## config.mk

```make
export PLATFORM = sky130hd
export DESIGN_NAME = modular_exponentiation_flat
export DESIGN_NICKNAME = d
export VERILOG_FILES = /design/src/design/modexp_pkg.sv /design/src/design/modexp_if.sv /design/src/design/modular_exponentiation.sv /design/src/design/modexp_mulmod.sv /design/src/flat_wrapper.sv
export SDC_FILE = /design/constraint.sdc
export NUM_CORES = 1
export LEC_CHECK = 0
export ABC_AREA = 1
export BUFFER_PORTS_ARGS = -buffer_cell sky130_fd_sc_hd__buf_2
export CAP_MARGIN = 40
export CELL_PAD_IN_SITES_DETAIL_PLACEMENT = 1
export CELL_PAD_IN_SITES_GLOBAL_PLACEMENT = 2
export CORE_UTILIZATION = 35
export CTS_BUF_LIST = sky130_fd_sc_hd__clkbuf_8 sky130_fd_sc_hd__clkbuf_16
export DETAILED_ROUTE_END_ITERATION = 12
export GPL_TIMING_DRIVEN = 0
export PLACE_DENSITY = 0.81
export RECOVER_POWER = 100
export SKIP_CTS_REPAIR_TIMING = 1
export SLEW_MARGIN = 20
export SYNTH_ARGS = -nofsm -noshare
export SYNTH_HDL_FRONTEND = slang
export SYNTH_SLANG_ARGS = --single-unit
export TNS_END_PERCENT = 20
```

## constraint.sdc

```tcl
create_clock -name clk -period 5.2 [get_ports clk]
set_input_delay 1.04 -clock clk [delete_from_list [all_inputs] [get_ports clk]]
set_output_delay 1.04 -clock clk [all_outputs]
set_load 0.005 [all_outputs]
```

## src/design/modexp_pkg.sv

```systemverilog
package modexp_pkg;

  localparam int WIDTH = 64;
  localparam int CNT_W = $clog2(WIDTH);
  localparam logic [WIDTH-1:0] MOD_RESET = WIDTH'(64'd2013265921);

  typedef enum logic {
    OP_POWER   = 1'b0,
    OP_INVERSE = 1'b1
  } modexp_op_t;

  typedef enum logic [3:0] {
    ST_IDLE,
    ST_RED,
    ST_RED_W,
    ST_SCAN,
    ST_MUL,
    ST_MUL_W,
    ST_SQ,
    ST_SQ_W,
    ST_FINISH
  } modexp_state_t;

  typedef struct packed {
    logic             start;
    logic [WIDTH-1:0] x;
    logic [WIDTH-1:0] y;
  } mm_req_t;

  typedef struct packed {
    logic             done;
    logic [WIDTH-1:0] prod;
  } mm_rsp_t;

  // Sum of two residues, wrapped back below the modulus with one subtraction.
  function automatic logic [WIDTH-1:0] add_mod(input logic [WIDTH-1:0] a,
                                               input logic [WIDTH-1:0] b,
                                               input logic [WIDTH-1:0] m);
    logic [WIDTH:0] s;
    logic [WIDTH-1:0] d;
    s = {1'b0, a} + {1'b0, b};
    d = s[WIDTH-1:0] - m;
    if (s[WIDTH] || (s[WIDTH-1:0] >= m)) begin
      return d;
    end
    return s[WIDTH-1:0];
  endfunction

endpackage

```

## src/design/modexp_if.sv

```systemverilog
interface modexp_in_if import modexp_pkg::*; ();
  logic             valid;
  logic             ready;
  logic             operation;
  logic [WIDTH-1:0] base;
  logic [WIDTH-1:0] exponent;
  modport source (output valid, output operation, output base, output exponent, input ready);
  modport sink (input valid, input operation, input base, input exponent, output ready);
endinterface

interface modexp_out_if import modexp_pkg::*; ();
  logic             valid;
  logic             ready;
  logic [WIDTH-1:0] result;
  modport source (output valid, output result, input ready);
  modport sink (input valid, input result, output ready);
endinterface

interface modexp_cfg_if import modexp_pkg::*; ();
  logic             valid;
  logic             ready;
  logic [WIDTH-1:0] data;
  modport source (output valid, output data, input ready);
  modport sink (input valid, input data, output ready);
endinterface

```

## src/design/modular_exponentiation.sv

```systemverilog
// Computes base^exponent mod M, or base^(M-2) mod M for the inverse operation, by
// right-to-left square-and-multiply; M is the modulus register (the user must write it
// through the configuration channel only while the block is idle; the block itself does
// not enforce this). One item is processed at a time. All products go through a single
// bit-serial multiply-reduce unit. An item costs one base reduction, one multiply per set
// exponent bit and one squaring per exponent bit below the top set bit.
// A zero modulus gives 0; the result waits in an output register, and the next item is
// accepted while it waits.
module modular_exponentiation import modexp_pkg::*; (
  input  logic         clk,
  input  logic         rst_n,
  modexp_in_if.sink    in_ch,
  modexp_out_if.source out_ch,
  modexp_cfg_if.sink   cfg_ch
);

  modexp_state_t    state_r, state_nxt;
  logic [WIDTH-1:0] modulus_r;
  logic [WIDTH-1:0] base_r;
  logic [WIDTH-1:0] exp_r;
  logic [WIDTH-1:0] acc_r;
  logic [WIDTH-1:0] sq_r;
  logic             out_valid_r;
  logic [WIDTH-1:0] out_result_r;
  logic             out_free;
  logic             in_fire;
  mm_req_t          mm_req;
  mm_rsp_t          mm_rsp;

  modexp_mulmod u_mulmod (
    .clk     (clk),
    .rst_n   (rst_n),
    .modulus (modulus_r),
    .req     (mm_req),
    .rsp     (mm_rsp)
  );

  assign in_ch.ready  = (state_r == ST_IDLE);
  assign in_fire      = in_ch.valid && in_ch.ready;
  assign cfg_ch.ready = 1'b1;
  assign out_free     = !out_valid_r || out_ch.ready;

  always_comb begin
    state_nxt = state_r;
    unique case (state_r)
      ST_IDLE: begin
        if (in_fire) begin
          state_nxt = (modulus_r == '0) ? ST_FINISH : ST_RED;
        end
      end
      ST_RED:   state_nxt = ST_RED_W;
      ST_RED_W: if (mm_rsp.done) state_nxt = ST_SCAN;
      ST_SCAN: begin
        if (exp_r == '0) begin
          state_nxt = ST_FINISH;
        end else if (exp_r[0]) begin
          state_nxt = ST_MUL;
        end else begin
          state_nxt = ST_SQ;
        end
      end
      ST_MUL: state_nxt = ST_MUL_W;
      ST_MUL_W: begin
        if (mm_rsp.done) begin
          state_nxt = (exp_r[WIDTH-1:1] == '0) ? ST_FINISH : ST_SQ;
        end
      end
      ST_SQ:    state_nxt = ST_SQ_W;
      ST_SQ_W:  if (mm_rsp.done) state_nxt = ST_SCAN;
      ST_FINISH: if (out_free) state_nxt = ST_IDLE;
      default:  state_nxt = ST_IDLE;
    endcase
  end

  always_comb begin
    mm_req = '0;
    unique case (state_r)
      ST_RED: begin
        mm_req.start = 1'b1;
        mm_req.x     = WIDTH'(1);
        mm_req.y     = base_r;
      end
      ST_MUL: begin
        mm_req.start = 1'b1;
        mm_req.x     = acc_r;
        mm_req.y     = sq_r;
      end
      ST_SQ: begin
        mm_req.start = 1'b1;
        mm_req.x     = sq_r;
        mm_req.y     = sq_r;
      end
      default: mm_req = '0;
    endcase
  end

  always_ff @(posedge clk) begin
    if (in_fire) begin
      base_r <= in_ch.base;
      exp_r  <= (in_ch.operation == OP_INVERSE) ? (modulus_r - WIDTH'(2)) : in_ch.exponent;
      acc_r  <= (modulus_r == '0) ? '0 : WIDTH'(1);
    end
    if (mm_rsp.done) begin
      unique case (state_r)
        ST_RED_W: sq_r <= mm_rsp.prod;
        ST_MUL_W: acc_r <= mm_rsp.prod;
        ST_SQ_W: begin
          sq_r  <= mm_rsp.prod;
          exp_r <= exp_r >> 1;
        end
        default: ;
      endcase
    end
    if (state_r == ST_FINISH && out_free) begin
      out_result_r <= acc_r;
    end
  end

  always_ff @(posedge clk) begin
    if (!rst_n) begin
      state_r     <= ST_IDLE;
      modulus_r   <= MOD_RESET;
      out_valid_r <= 1'b0;
    end else begin
      state_r <= state_nxt;
      if (cfg_ch.valid) begin
        modulus_r <= cfg_ch.data;
      end
      if (state_r == ST_FINISH && out_free) begin
        out_valid_r <= 1'b1;
      end else if (out_ch.ready) begin
        out_valid_r <= 1'b0;
      end
    end
  end

  assign out_ch.valid  = out_valid_r;
  assign out_ch.result = out_result_r;

endmodule

```

## src/design/modexp_mulmod.sv

```systemverilog
module modexp_mulmod import modexp_pkg::*; (
  input  logic             clk,
  input  logic             rst_n,
  input  logic [WIDTH-1:0] modulus,
  input  mm_req_t          req,
  output mm_rsp_t          rsp
);

  logic [WIDTH-1:0] acc_r, acc_nxt;
  logic [WIDTH-1:0] x_r, x_nxt;
  logic [WIDTH-1:0] y_r, y_nxt;
  logic [CNT_W-1:0] cnt_r, cnt_nxt;
  logic             phase_r, phase_nxt;
  logic             busy_r, busy_nxt;
  logic             done_r, done_nxt;
  logic [WIDTH-1:0] sum;
  logic             advance;

  assign sum = add_mod(acc_r, phase_r ? x_r : acc_r, modulus);

  always_comb begin
    acc_nxt   = acc_r;
    x_nxt     = x_r;
    y_nxt     = y_r;
    cnt_nxt   = cnt_r;
    phase_nxt = phase_r;
    busy_nxt  = busy_r;
    done_nxt  = 1'b0;
    advance   = 1'b0;
    if (req.start) begin
      acc_nxt   = '0;
      x_nxt     = req.x;
      y_nxt     = req.y;
      cnt_nxt   = CNT_W'(WIDTH - 1);
      phase_nxt = 1'b0;
      busy_nxt  = 1'b1;
    end else if (busy_r) begin
      acc_nxt = sum;
      if (!phase_r && y_r[WIDTH-1]) begin
        phase_nxt = 1'b1;
      end else begin
        phase_nxt = 1'b0;
        advance   = 1'b1;
      end
      if (advance) begin
        y_nxt = {y_r[WIDTH-2:0], 1'b0};
        if (cnt_r == '0) begin
          busy_nxt = 1'b0;
          done_nxt = 1'b1;
        end else begin
          cnt_nxt = cnt_r - CNT_W'(1);
        end
      end
    end
  end

  always_ff @(posedge clk) begin
    acc_r <= acc_nxt;
    x_r   <= x_nxt;
    y_r   <= y_nxt;
    cnt_r <= cnt_nxt;
    if (!rst_n) begin
      phase_r <= 1'b0;
      busy_r  <= 1'b0;
      done_r  <= 1'b0;
    end else begin
      phase_r <= phase_nxt;
      busy_r  <= busy_nxt;
      done_r  <= done_nxt;
    end
  end

  assign rsp.done = done_r;
  assign rsp.prod = acc_r;

endmodule

```

## src/flat_wrapper.sv

```systemverilog
// flat-port wrapper written by rule: the top's interface ports become plain ports
module modular_exponentiation_flat import modexp_pkg::*;
  (clk, rst_n, in_ch_valid, in_ch_operation, in_ch_base, in_ch_exponent, in_ch_ready, out_ch_valid, out_ch_result, out_ch_ready, cfg_ch_valid, cfg_ch_data, cfg_ch_ready);
  modexp_in_if in_ch_i ();
  modexp_out_if out_ch_i ();
  modexp_cfg_if cfg_ch_i ();
  input  logic clk;
  input  logic rst_n;
  input wire logic [$bits(in_ch_i.valid)-1:0] in_ch_valid;
  input wire logic [$bits(in_ch_i.operation)-1:0] in_ch_operation;
  input wire logic [$bits(in_ch_i.base)-1:0] in_ch_base;
  input wire logic [$bits(in_ch_i.exponent)-1:0] in_ch_exponent;
  output wire logic [$bits(in_ch_i.ready)-1:0] in_ch_ready;
  output wire logic [$bits(out_ch_i.valid)-1:0] out_ch_valid;
  output wire logic [$bits(out_ch_i.result)-1:0] out_ch_result;
  input wire logic [$bits(out_ch_i.ready)-1:0] out_ch_ready;
  input wire logic [$bits(cfg_ch_i.valid)-1:0] cfg_ch_valid;
  input wire logic [$bits(cfg_ch_i.data)-1:0] cfg_ch_data;
  output wire logic [$bits(cfg_ch_i.ready)-1:0] cfg_ch_ready;
  assign in_ch_i.valid = in_ch_valid;
  assign in_ch_i.operation = in_ch_operation;
  assign in_ch_i.base = in_ch_base;
  assign in_ch_i.exponent = in_ch_exponent;
  assign in_ch_ready = in_ch_i.ready;
  assign out_ch_valid = out_ch_i.valid;
  assign out_ch_result = out_ch_i.result;
  assign out_ch_i.ready = out_ch_ready;
  assign cfg_ch_i.valid = cfg_ch_valid;
  assign cfg_ch_i.data = cfg_ch_data;
  assign cfg_ch_ready = cfg_ch_i.ready;
  modular_exponentiation u_core (.clk(clk), .rst_n(rst_n), .in_ch(in_ch_i), .out_ch(out_ch_i), .cfg_ch(cfg_ch_i));
endmodule
```

After elaboration in Yosys (flattened, before gate mapping)

Cells that the tools add are included.
Widths: inputs -> output; s select.

Register bits after elaboration: 590
Bits of input ports: 198

$lt $le $gt $ge: 1
Bitwise operators: 4
Muxes and demuxes: 36
Reduce and logical (&&, ||, !) cells: 22
Equality and inequality tests: 12
Add/subtract/negate cells: 4

Operators with widths:

| kind                  | count |
|---|---|
| $mux 64               | 13 |
| $pmux 129 s3          | 1 |
| $logic_not 64->1      | 2 |
| $add 64x64->65        | 1 |
| $ge 64x64->1          | 1 |
| $sub 64x2->64 const B | 1 |
| $sub 64x64->64        | 1 |
| $logic_not 63->1      | 1 |
| $pmux 4 s8            | 1 |
| $mux 4                | 7 |
| $eq 4x3->1 const B    | 4 |
| $mux 1                | 13 |
| $eq 4x2->1 const B    | 2 |
| $logic_not 6->1       | 1 |
| $reduce_bool 2->1     | 3 |
| $sub 6x1->6 const B   | 1 |
| $eq 4x1->1 const B    | 1 |
| $eq 4x4->1 const B    | 1 |
| $logic_not 4->1       | 1 |
| $ne 2x1->1 const B    | 2 |
| $ne 2x2->1 const B    | 2 |
| $not 1->1             | 4 |
| $reduce_and 2->1      | 2 |
| $reduce_and 4->1      | 1 |
| 7 further kinds       | 12 |

Logic depth before layout (Yosys ltp)

Gate-level depths: netlist of run 1.

Word-level depth: 8
Depth in mapped cells: 37
Depth with buffers taken out: 33

By module

Synthesis of run 1 repeated with hierarchy kept, for this count alone.

Cell total of the unflattened synthesis: 6,161
Area total of the unflattened synthesis: 39,436.6 um^2

Modules (own cells, without submodules):

| module                 | area an instance (um^2) | cells an instance | times used |
|---|---|---|---|
| modexp_mulmod          | 21,224.1                | 3,822             | 1 |
| modular_exponentiation | 18,212.5                | 2,339             | 1 |

Worst setup path after synthesis of run 1

Ideal clock, no wire load.

Path type: register -> register
From: reg u_core.u_mulmod.phase_r
To: reg u_core.u_mulmod.acc_r[14]
Stages on the path, launching flop included: 34
Setup slack: 0.895 ns
Arrival time: 4.054 ns
Period minus slack after synthesis: 4.305 ns
Required time: 4.949 ns
Buffers on the path: 4
Setup time: 0.251 ns
Cells stage by stage: dfxtp_1 -> clkbuf_1 -> clkbuf_1 -> clkbuf_1 -> nand2_1 -> nand2_1 -> ha_1 -> fa_1 -> nand3_1 -> nand3_2 -> nand3_1 -> nand3_1 -> nand2_1 -> nand2_1 -> nand2_1 -> nand3_1 -> nand2_1 -> nand2_1 -> inv_1 -> ha_1 -> nand2_1 -> nor2_1 -> nand2_1 -> nor2_2 -> nand2_1 -> inv_2 -> nand4_2 -> clkinv_1 -> nor2_4 -> nand2_8 -> buf_6 -> nand2_1 -> nand3_1 -> a21oi_1

Cells in the longest elaborated chain, start to end: 6
Elaborated cells between the ends (all ways): 8
Those cells by class: 2 x add/sub; 1 x order compare; 4 x mux; 1 x reduce/logical

Ends and longest elaborated chain:

| item                   | line                | RTL |
|---|---|---|
| start, declared        | modexp_mulmod.sv:13 | `logic phase_r, phase_nxt;` |
| start signal, assigned | modexp_mulmod.sv:67 | `phase_r <= phase_nxt;` |
| $mux 64 (*)            | modexp_mulmod.sv:19 | `assign sum = add_mod(acc_r, phase_r ? x_r : acc_r, modulus);` |
| $add 64x64->65 (*)     | modexp_pkg.sv:41    | `s = {1'b0, a} + {1'b0, b};` |
| $ge 64x64->1           | modexp_pkg.sv:43    | `if (s[WIDTH] \|\| (s[WIDTH-1:0] >= m)) begin` |
| $logic_or 1x1->1       | modexp_pkg.sv:43    |  |
| $mux 1                 | modexp_pkg.sv:43    |  |
| $mux 64 (*)            | modexp_pkg.sv:46    | `return s[WIDTH-1:0];` |
| end signal, assigned   | modexp_mulmod.sv:58 | `acc_r <= acc_nxt;` |
| end, declared          | modexp_mulmod.sv:9  | `logic [WIDTH-1:0] acc_r, acc_nxt;` |

Every way passes the cells marked *; elsewhere a longest branch is shown, timed or not. The select of a mux whose other input is x is not followed.
A chain may end at the register's enable or synchronous reset.

Worst setup path in the final report of run 1

From: reg u_core.u_mulmod.phase_r
To: reg u_core.u_mulmod.acc_r[8]

Same word-level chain as after synthesis.

==> out/qor.csv, run 1 <==
metric;value;unit
setup_viol;0;
wirelength;174100;µm
r2r_start;u_core.u_mulmod.phase_r$_SDFFE_PP0P_;
slew_headroom;-15.71;%
cp-end-kind;register;
cpMostUsedCell;nand2_1;
die_h;331.0;µm
grtUsageTotal;31.13;%
synth_area_leaders;edfxtp_1, nand2_1, dfxtp_1;
firstDrtPassIters;5;
port_buffers;261;
die_width;331.0;µm
worst-setup-path-type;reg -> reg;
hold_viol;0;
overflow;0;
path_max_fanout;10;
finClkSkew;34.75;ps
final.period_utilization;98.22;%
fillers;13730;
diodes;0;
arrival;5620;ps
grt_pass1_wl;249600;µm
viasPerCell;5.159;
final_antenna_net_count;0;
clockBufferDepth;3;
synth_top_flop_cell;edfxtp_1;
vias;38510;
drc;0;
cts_made_buffers;71;
drive_gt1_share;14.91;%
die-area;109600;µm²
antenna_found_initial;5;
multi_input_area;20200;µm²
nets;6335;
min_from;u_core.acc_r[21]$_DFF_P_;
syn_inst;5605;
seqCellArea;15020;µm²
drtIter0Drc;2593;
post-dp-hpwl;146100;µm
slowest_delay;370;ps
reg2reg_to;u_core.u_mulmod.acc_r[8]$_SDFFE_PN0P_;
synthArstFlopShare;0;%
wl_per_cell;23.33;µm
ys_types;47;
ys_seq_elements;590;
core;107200;µm²
worst_hold_path.endpoint;u_core.out_ch.result[21]$_DFFE_PP_;
max_freq;195.8;MHz
grt_max_degree;55;
root_buffer;clkbuf_16;
clk_latency;660;ps
ir_drop;0.0003902;V
dpl_cell_area;41270;µm²
dp.cells;7286;
synth_edf_count;320;
cts_tree;done;
reg2reg_setup_slack;90;ps
synth_nets;5936;
syn_area_per_cell;6.761;µm²
leakage;21.32;nW
maxCapViolCount;1;
stdcell_count;7465;
slew_violations;18;
synth_area;37900;µm²
yosysSeqAreaShare;39.62;%
hold_depth;0;
finalPower;33.27;mW
clk_pin_slew;60;ps
io_pins;265;
outcome;finished, violations left;
area_delta_synth_final;20.60;%
clock-sinks;590;
yosysWarningCount;0;
hp-class;reg -> reg;
power.density;728.0;nW/µm²
synth_top_area_cell;edfxtp_1;
final_cell_area;45700;µm²
crit_required;5710;ps
synth_top_cell_area_share;25.36;%
rsz0062_at_grt;yes;
utilization;42.63;%
slowest_stage;dfxtp_4;
core.rowCount;120;
start_kind;register;
violations;max-capacitance violations, max-slew violations;
worst_pin_slew;1729;ps
initial_core_util;35.35;%
gp_routability_congestion;0.9592;
grt_pass1_vias;38390;
h-tree-depth;3;
rr_worst_depth;32;
post-route-min-period;5107;ps
[critical path: cells and delay by family, from the launching register on]
kind | cells | cell delay (ps)
adders and majority gates | 2 | 590
and+or+nand+nor | 19 | 2100
buffers and inverters | 6 | 810
AOI/OAI and AO/OA | 5 | 1020
DFF | 1 | 370
[cells in the mapped netlist (36+ instances only)]
| cell type | instances |
|---|---|
| o21ai_0 | 328 |
| nand4_1 | 49 |
| a21oi_1 | 254 |
| dfxtp_1 | 270 |
| inv_1 | 927 |
| nand3_1 | 403 |
| a31oi_1 | 50 |
| xor2_1 | 53 |
| ha_1 | 131 |
| nor2_1 | 467 |
| edfxtp_1 | 320 |
| clkbuf_1 | 124 |
| nand2_2 | 36 |
| o211ai_1 | 46 |
| nand2_1 | 1869 |
[layer usage]
metal	up-vias	track usage, %	wire length (µm)
met5	-	0	19
met4	4	8.795	5319
met3	206	3.339	8248
met2	1026	52.95	82150
met1	18670	41.61	78410
li1	18610	-	-
[cells in the final DEF, fill, tap and decap left out, types with 26 or more instances in the layout]
cell type,count
nand2_2,116
o211ai_1,46
inv_1,939
ha_2,57
nor2_2,62
ha_1,52
a21oi_2,26
a21oi_1,230
nand4_1,49
nand2_1,1779
a31oi_1,50
clkbuf_1,165
nand3_1,353
nor2_4,44
buf_2,224
nor2_1,391
xnor2_1,26
o21ai_0,284
buf_4,47
nand3_2,49
buf_6,26
o21ai_1,37
xor2_1,45
dfxtp_1,269
edfxtp_1,320
inv_2,37
clkbuf_16,73
[how the worst max path moves through the flow]
stage	depth (start not counted)	end	from	slack, ps
global route	32	u_core.u_mulmod.acc_r[8]$_SDFFE_PN0P_	u_core.u_mulmod.phase_r$_SDFFE_PP0P_	-100
finish	32	u_core.u_mulmod.acc_r[8]$_SDFFE_PN0P_	u_core.u_mulmod.phase_r$_SDFFE_PP0P_	90
floorplan	33	u_core.u_mulmod.acc_r[14]$_SDFFE_PN0P_	u_core.u_mulmod.phase_r$_SDFFE_PP0P_	900
CTS	29	u_core.u_mulmod.acc_r[35]$_SDFFE_PN0P_	u_core.u_mulmod.phase_r$_SDFFE_PP0P_	-1810
global placement	32	u_core.u_mulmod.acc_r[20]$_SDFFE_PN0P_	u_core.u_mulmod.phase_r$_SDFFE_PP0P_	-2110
detailed placement	29	u_core.u_mulmod.acc_r[35]$_SDFFE_PN0P_	u_core.u_mulmod.phase_r$_SDFFE_PP0P_	-1760
[registers in the layout, summed over array words and instances, names as in the netlist]
name	count
u_core.u_mulmod.y_r	64
u_core.state_r	4
u_core.modulus_r	64
u_core.sq_r	64
u_core.u_mulmod.done_r	1
u_core.base_r	64
u_core.u_mulmod.busy_r	1
u_core.u_mulmod.cnt_r	6
u_core.u_mulmod.phase_r	1
u_core.u_mulmod.x_r	64
u_core.exp_r	64
u_core.acc_r	64
u_core.out_ch.result	64
u_core.u_mulmod.acc_r	64
u_core.out_ch.valid	1
[kinds of logic (layout without fill, tap and decap cells)]
| kind of cell | after synthesis | in the layout | share of synthesized area [%] |
|---|---|---|---|
| buffers and inverters | 1133 | 1590 | 11.57 |
| flip-flops | 590 | 590 | 39.62 |
| other | 1 | 1 | 0.009896 |
| adder cells (fa/ha/maj) | 133 | 133 | 4.431 |
| XOR/XNOR | 85 | 85 | 1.965 |
| AO/OA/AOI/OAI | 714 | 714 | 10.15 |
| AND/OR/NAND/NOR | 2949 | 2949 | 32.25 |
[through the flow]
step           TNS, ps  hold WS, ps  setup slack (ps)
2_1_floorplan        0        431.3             895.2
3_3_place_gp   -388130        447.7             -2107
3_5_place_dp   -104860        449.6             -1762
4_1_cts        -107100        449.4             -1808
5_1_grt          -1910        467.5            -104.0
6_report             0        454.1             92.76
[layout make-up]
cell class | instances | share of cell area, %
Clock inverter | 55 | 1.153
Timing Repair Buffer | 326 | 4.057
Inverter | 962 | 7.901
Sequential cell | 590 | 32.86
Tap cell | 1403 | 3.841
Multi-Input combinational cell | 3882 | 44.21
Clock buffer | 76 | 4.063
Buffer | 171 | 1.916
[report_power, final]
part	internal, mW	leakage, nW	switching, mW	total [mW]
Clock	3.00	1.23	2.15	5.15
Sequential	6.28	5.24	0.711	6.99
Combinational	6.46	14.9	14.7	21.1
Note: power is estimated with default switching activity, not from simulation.
==> run 2, diff against run 1 <==
--- a/config.mk
+++ b/config.mk
@@ -5,16 +5,15 @@
 export SDC_FILE = /design/constraint.sdc
 export NUM_CORES = 1
 export LEC_CHECK = 0
-export ABC_AREA = 1
 export BUFFER_PORTS_ARGS = -buffer_cell sky130_fd_sc_hd__buf_2
 export CAP_MARGIN = 40
 export CELL_PAD_IN_SITES_DETAIL_PLACEMENT = 1
 export CELL_PAD_IN_SITES_GLOBAL_PLACEMENT = 2
-export CORE_UTILIZATION = 35
+export CORE_UTILIZATION = 39
 export CTS_BUF_LIST = sky130_fd_sc_hd__clkbuf_8 sky130_fd_sc_hd__clkbuf_16
 export DETAILED_ROUTE_END_ITERATION = 12
 export GPL_TIMING_DRIVEN = 0
-export PLACE_DENSITY = 0.81
+export PLACE_DENSITY = 0.8
 export RECOVER_POWER = 100
 export SKIP_CTS_REPAIR_TIMING = 1
 export SLEW_MARGIN = 20
==> run 2 against run 1 <==
Compared with the run above:
- highest routed layer is now met4
- maximum frequency down 22%
- the run ends with max-capacitance violations, max-slew violations, negative setup slack left
- area after synthesis down 16%
- flip-flop and latch count unchanged
- critical endpoint is now u_core.u_mulmod.acc_r[46]$_SDFFE_PN0P_
==> out/qor.csv, run 2 <==
metric;value;unit;change
max_freq;152.4;MHz;was 195.8 MHz
clk_latency;630;ps;was 660 ps
post-route-min-period;6562;ps;was 5107 ps
die-area;83260;µm²;was 109600 µm²
synth_common_cells;nand2_1, edfxtp_1, a21oi_1;;was nand2_1, inv_1, nor2_1
setup_viol;64;;was 0
syn_inst;3328;;was 5605
setup_ws;-1362;ps;was 92.76 ps
die_h;288.5;µm;was 331.0 µm
antenna_found_initial;2;;was 5
crit_family;compound AO/OA/AOI/OAI gates;;was simple AND/OR/NAND/NOR gates
arrival;7030;ps;was 5620 ps
final_cell_mix;nand2_1, edfxtp_1, a21oi_1, dfxtp_1, nor2_1;;was nand2_1, inv_1, nor2_1, nand3_1, edfxtp_1
initial_core_util;39.56;%;was 35.35%
clk_pin_slew;60;ps;about the same
nets;4032;;was 6335
utilization;47.54;%;was 42.63%
slowest_stage;o41a_1;;was dfxtp_4
synth_top_cell_area_share;30.01;%;was 25.36%
ys_types;76;;was 47
drtIter0Drc;1551;;was 2593
critical_path_buf_inv_count;5;;was 6
vias;27900;;was 38.51k
stdcell_count;4820;;was 7465
leakage;14.64;nW;was 21.32 nW
maxCapViolCount;7;;was 1
core.rowCount;104;;was 120
final_antenna_net_count;0;;unchanged
path_max_fanout;10;;unchanged
die_width;288.5;µm;was 331.0 µm
ys_seq_elements;590;;unchanged
finClkSkew;24.52;ps;was 34.75 ps
slew_violations;202;;was 18
clockBufferDepth;3;;unchanged
dp_slack;-2607;ps;was -1762 ps
hold_viol;0;;unchanged
viasPerCell;5.789;;was 5.159
synth_area_leaders;edfxtp_1, dfxtp_1, ha_1;;was edfxtp_1, nand2_1, dfxtp_1
drc;0;;unchanged
dpl_cell_area;35410;µm²;was 41270 µm²
final_cell_area;38480;µm²;was 45700 µm²
dp.cells;4669;;was 7286
wirelength;123200;µm;was 174100 µm
rsz0062_at_grt;yes;;unchanged
cts_made_buffers;71;;unchanged
synth_top_flop_cell;edfxtp_1;;unchanged
firstDrtPassIters;6;;was 5
yosysWarningCount;0;;unchanged
port_buffers;260;;was 261
h-tree-depth;3;;unchanged
outcome;finished, violations left;;unchanged
area_delta_synth_final;20.17;%;was 20.60%
post-dp-hpwl;96260;µm;was 146100 µm
synth_most_common_cell;nand2_1;;unchanged
yosysSeqAreaShare;46.89;%;was 39.62%
synth_edf_count;320;;unchanged
synthArstFlopShare;0;%;unchanged
synth_nets;3659;;was 5936
slew_headroom;-33.50;%;was -15.71%
cts_tree;done;;unchanged
syn_area_per_cell;9.622;µm²;was 6.761 µm²
core;80940;µm²;was 107200 µm²
root_buffer;clkbuf_16;;unchanged
violations;max-capacitance violations, max-slew violations, negative setup slack;;was max-capacitance violations, max-slew violations
start_kind;register;;unchanged
clock-sinks;590;;unchanged
gp_routability_congestion;0.9217;;was 0.9592
worst_pin_slew;2002;ps;was 1729 ps
ir_drop;0.0004917;V;was 0.0003902 V
wl_per_cell;25.55;µm;was 23.33 µm
drive_gt1_share;16.44;%;was 14.91%
final.period_utilization;126.2;%;was 98.22%
synth_area;32020;µm²;was 37900 µm²
power.density;844.5;nW/µm²;was 728.0 nW/µm²
synth_top_area_cell;edfxtp_1;;unchanged
grtUsageTotal;28.77;%;was 31.13%
grt_pass1_vias;28830;;was 38.39k
cp-end-kind;register;;unchanged
hp-class;reg -> reg;;unchanged
finalPower;32.49;mW;was 33.27 mW
worst-setup-path-type;reg -> reg;;unchanged
io_pins;265;;unchanged
grt_pass1_wl;179900;µm;was 249600 µm
setup_tns;-72420;ps;was 0 ps
crit_required;5670;ps;was 5710 ps
cpMostUsedCell;buf_8;;was nand2_1
grt_max_degree;54;;was 55
final_common_cell;nand2_1;;unchanged
overflow;0;;unchanged
slowest_delay;500;ps;was 370 ps
hold_ws;469.9;ps;was 454.1 ps
[run 2: final timing paths]
path | from | end | cells after the start | slack, ps
worst min register to register | u_core.acc_r[3]$_DFF_P_ | u_core.out_ch.result[3]$_DFFE_PP_ | 0 | 470
worst min-delay path | u_core.acc_r[3]$_DFF_P_ | u_core.out_ch.result[3]$_DFFE_PP_ | 0 | 470
worst max-delay path | u_core.u_mulmod.phase_r$_SDFFE_PP0P_ | u_core.u_mulmod.acc_r[46]$_SDFFE_PN0P_ | 26 | -1360
worst max register to register | u_core.u_mulmod.phase_r$_SDFFE_PP0P_ | u_core.u_mulmod.acc_r[46]$_SDFFE_PN0P_ | 26 | -1360
[run 2: report_power, final]
group	internal, mW	switching, mW
sequential	5.75	0.767
clock	2.99	2.11
combinational	7.95	12.9
total	16.7	15.8
[run 2: cells by family after synthesis]
family	count (synthesis)	share of synthesized area [%]
mux	145	4.783
buf+inv	326	3.876
simple gates	953	14.07
fa+ha+maj	133	5.244
xor+xnor	170	4.650
compound gates	1010	20.47
other cells	1	0.01171
flops	590	46.89
[run 2: layer usage]
layer  up-vias  wire length (µm)  track usage (%)
li1      13030                 -                -
met1     14120             54230            37.73
met2       592             61410            50.25
met3       159              4217            2.907
met4         0              3293            7.831
met5         -                 0                0
[run 2: final cells by class]
| cell class | count | area (µm²) |
|---|---|---|
| clock buffers | 86 | 2028 |
| inverters | 118 | 444.2 |
| multi-input cells | 2412 | 16630 |
| well taps | 1060 | 1326 |
| clock inverters | 45 | 366.6 |
| flip-flops and latches | 590 | 15020 |
| diodes | 1 | 2.502 |
| repair buffers | 319 | 1694 |
| fillers | 9158 | 42460 |
| plain buffers | 189 | 964.7 |
==> run 3, diff against run 2 <==
--- a/config.mk
+++ b/config.mk
@@ -9,11 +9,11 @@
 export CAP_MARGIN = 40
 export CELL_PAD_IN_SITES_DETAIL_PLACEMENT = 1
 export CELL_PAD_IN_SITES_GLOBAL_PLACEMENT = 2
-export CORE_UTILIZATION = 39
+export CORE_UTILIZATION = 35
 export CTS_BUF_LIST = sky130_fd_sc_hd__clkbuf_8 sky130_fd_sc_hd__clkbuf_16
 export DETAILED_ROUTE_END_ITERATION = 12
 export GPL_TIMING_DRIVEN = 0
-export PLACE_DENSITY = 0.8
+export PLACE_DENSITY = 0.76
 export RECOVER_POWER = 100
 export SKIP_CTS_REPAIR_TIMING = 1
 export SLEW_MARGIN = 20
==> constraint.sdc (replaced) <==
create_clock -name clk -period 5.61 [get_ports clk]
set_input_delay 1.122 -clock clk [delete_from_list [all_inputs] [get_ports clk]]
set_output_delay 1.122 -clock clk [all_outputs]
set_load 0.005 [all_outputs]
==> run 3 against run 2 <==
Compared with the run above:
- the run still ends with max-capacitance violations, max-slew violations, negative setup slack left
- power decreased by 9.7%
- via count decreased by 1.9%
- register-to-register slack improved by 620 ps
- largest power group unchanged
- final cell count increased by 2.6%
- non-clock buffer count increased by 11
- die area increased by 11%
- design area increased by 0.18%
- sequential power decreased by 7.7%
- critical path depth increased by 2
==> out/qor.csv, run 3 (synthesis results as in run 2) <==
metric;value;unit;change
outcome;finished, violations left;;unchanged
violations;max-capacitance violations, max-slew violations, negative setup slack;;unchanged
leakage;14.66;nW;was 14.64 nW
core;90290;µm²;was 80940 µm²
grtUsageTotal;24.48;%;was 28.77%
hold_ws;468.3;ps;was 469.9 ps
max_freq;157.3;MHz;was 152.4 MHz
slew_headroom;-8.923;%;was -33.50%
power.density;761.0;nW/µm²;was 844.5 nW/µm²
fillers;10280;;was 9158
port_buffers;260;;unchanged
dp_slack;-2343;ps;was -2607 ps
finClkSkew;26.40;ps;was 24.52 ps
cpMostUsedCell;buf_12;;was buf_8
path_max_fanout;6;;was 10
cts_made_buffers;69;;was 71
reg2reg_setup_slack;-750;ps;was -1360 ps
start_kind;register;;unchanged
worst_pin_slew;1634;ps;was 2002 ps
final_antenna_net_count;0;;unchanged
grt_pass1_wl;172100;µm;was 179900 µm
ir_drop;0.0004227;V;was 0.0004917 V
antenna_found_initial;0;;was 2
setup_tns;-41260;ps;was -72420 ps
dpl_cell_area;35250;µm²;was 35410 µm²
root_buffer;clkbuf_16;;unchanged
clk_latency;630;ps;about the same
viasPerCell;5.535;;was 5.789
drtIter0Drc;1733;;was 1551
io_pins;265;;unchanged
utilization;42.69;%;was 47.54%
overflow;0;;unchanged
cp-end-kind;register;;unchanged
wirelength;117700;µm;was 123200 µm
reg2reg_to;u_core.u_mulmod.acc_r[37]$_SDFFE_PN0P_;;was u_core.u_mulmod.acc_r[46]$_SDFFE_PN0P_
clockBufferDepth;3;;unchanged
hp-class;reg -> reg;;unchanged
grt_max_degree;52;;was 54
final_cell_area;38550;µm²;was 38480 µm²
initial_core_util;35.47;%;was 39.56%
vias;27370;;was 27.90k
die_width;304.5;µm;was 288.5 µm
post-route-min-period;6356;ps;was 6562 ps
cts_tree;done;;unchanged
worst_hold_path.endpoint;u_core.out_ch.result[60]$_DFFE_PP_;;was u_core.out_ch.result[3]$_DFFE_PP_
final_common_cell;nand2_1;;unchanged
dp.cells;4787;;was 4669
rsz0062_at_grt;yes;;unchanged
wl_per_cell;23.82;µm;was 25.55 µm
slew_violations;53;;was 202
area_delta_synth_final;20.38;%;was 20.17%
drive_gt1_share;16.99;%;was 16.44%
setup_viol;64;;unchanged
nets;4041;;was 4032
firstDrtPassIters;7;;was 6
min_from;u_core.acc_r[60]$_DFF_P_;;was u_core.acc_r[3]$_DFF_P_
gp_routability_congestion;0.8965;;was 0.9217
hold_viol;0;;unchanged
r2r_start;u_core.u_mulmod.phase_r$_SDFFE_PP0P_;;unchanged
final.period_utilization;113.3;%;was 126.2%
crit_required;6110;ps;was 5670 ps
rr_worst_depth;28;;was 26
maxCapViolCount;5;;was 7
grt_pass1_vias;27780;;was 28.83k
finalPower;29.34;mW;was 32.49 mW
drc;0;;unchanged
arrival;6860;ps;was 7030 ps
worst-setup-path-type;reg -> reg;;unchanged
post-dp-hpwl;92670;µm;was 96260 µm
clock-sinks;590;;unchanged
setup_ws;-746.4;ps;was -1362 ps
hold_depth;0;;unchanged
slowest_delay;480;ps;was 500 ps
die_h;304.5;µm;was 288.5 µm
h-tree-depth;3;;unchanged
final_cell_mix;nand2_1, edfxtp_1, a21oi_1, dfxtp_1, nor2_1;;unchanged
clk_pin_slew;60;ps;about the same
die-area;92700;µm²;was 83260 µm²
stdcell_count;4944;;was 4820
core.rowCount;110;;was 104
slowest_stage;a2111o_1;;was o41a_1
## run 3: cell types whose count changed in the layout (fill, tap and decap cells not counted), sizes merged
| cell | previous run | this run |
|---|---|---|
| diode | 1 | 2 |
| bufinv | 4 | 7 |
| clkinvlp | 2 | 4 |
| clkdlybuf4s18 | 1 | 0 |
| inv | 137 | 138 |
| clkbuf | 317 | 285 |
| buf | 276 | 316 |
| clkinv | 20 | 13 |
| clkdlybuf4s25 | 0 | 1 |
## run 3: per-layer routing
| layer | up-vias | part of all wire [%] | global-route usage, % |
|---|---|---|---|
| li1 | 13030 | - | - |
| met2 | 582 | 50 | 43.24 |
| met3 | 180 | 3.7 | 2.921 |
| met4 | 0 | 3.6 | 7.834 |
| met1 | 13580 | 43 | 30.92 |
| met5 | - | 0 | 0 |
## run 3: layout make-up
class / instances / area, µm² / share of cell area, %
multi-input combinational: 2412 / 16490 / 42.77
inverter: 118 / 444.2 / 1.152
buffer: 183 / 888.4 / 2.305
antenna: 2 / 5.005 / 0.01298
tap: 1176 / 1471 / 3.817
clock buffer: 83 / 1931 / 5.008
clock inverter: 44 / 460.4 / 1.194
timing repair buffer: 336 / 1843 / 4.781
sequential: 590 / 15020 / 38.96
## run 3: power breakdown
group	internal [mW]	leakage, nW	switching, mW
Clock	2.80	1.23	1.94
Sequential	5.33	5.10	0.686
Combinational	7.34	8.33	11.3
## run 3: critical path: cells and delay by family (launching register included)
| kind | cells | cell delay, ps |
|---|---|---|
| compound gates | 15 | 2900 |
| fa+ha+maj | 3 | 790 |
| buf+inv | 5 | 770 |
| simple gates | 2 | 680 |
| mux | 2 | 460 |
| flops | 1 | 410 |
| xor+xnor | 1 | 190 |
## run 3: how the worst max path moves through the flow
stage | start | to | depth (start not counted)
floorplan | u_core.u_mulmod.phase_r$_SDFFE_PP0P_ | u_core.u_mulmod.acc_r[51]$_SDFFE_PN0P_ | 27
global placement | u_core.u_mulmod.phase_r$_SDFFE_PP0P_ | u_core.u_mulmod.acc_r[27]$_SDFFE_PN0P_ | 27
detailed placement | u_core.u_mulmod.phase_r$_SDFFE_PP0P_ | u_core.u_mulmod.acc_r[62]$_SDFFE_PN0P_ | 26
CTS | u_core.u_mulmod.phase_r$_SDFFE_PP0P_ | u_core.u_mulmod.acc_r[62]$_SDFFE_PN0P_ | 26
global route | u_core.u_mulmod.phase_r$_SDFFE_PP0P_ | u_core.u_mulmod.acc_r[37]$_SDFFE_PN0P_ | 26
finish | u_core.u_mulmod.phase_r$_SDFFE_PP0P_ | u_core.u_mulmod.acc_r[37]$_SDFFE_PN0P_ | 28
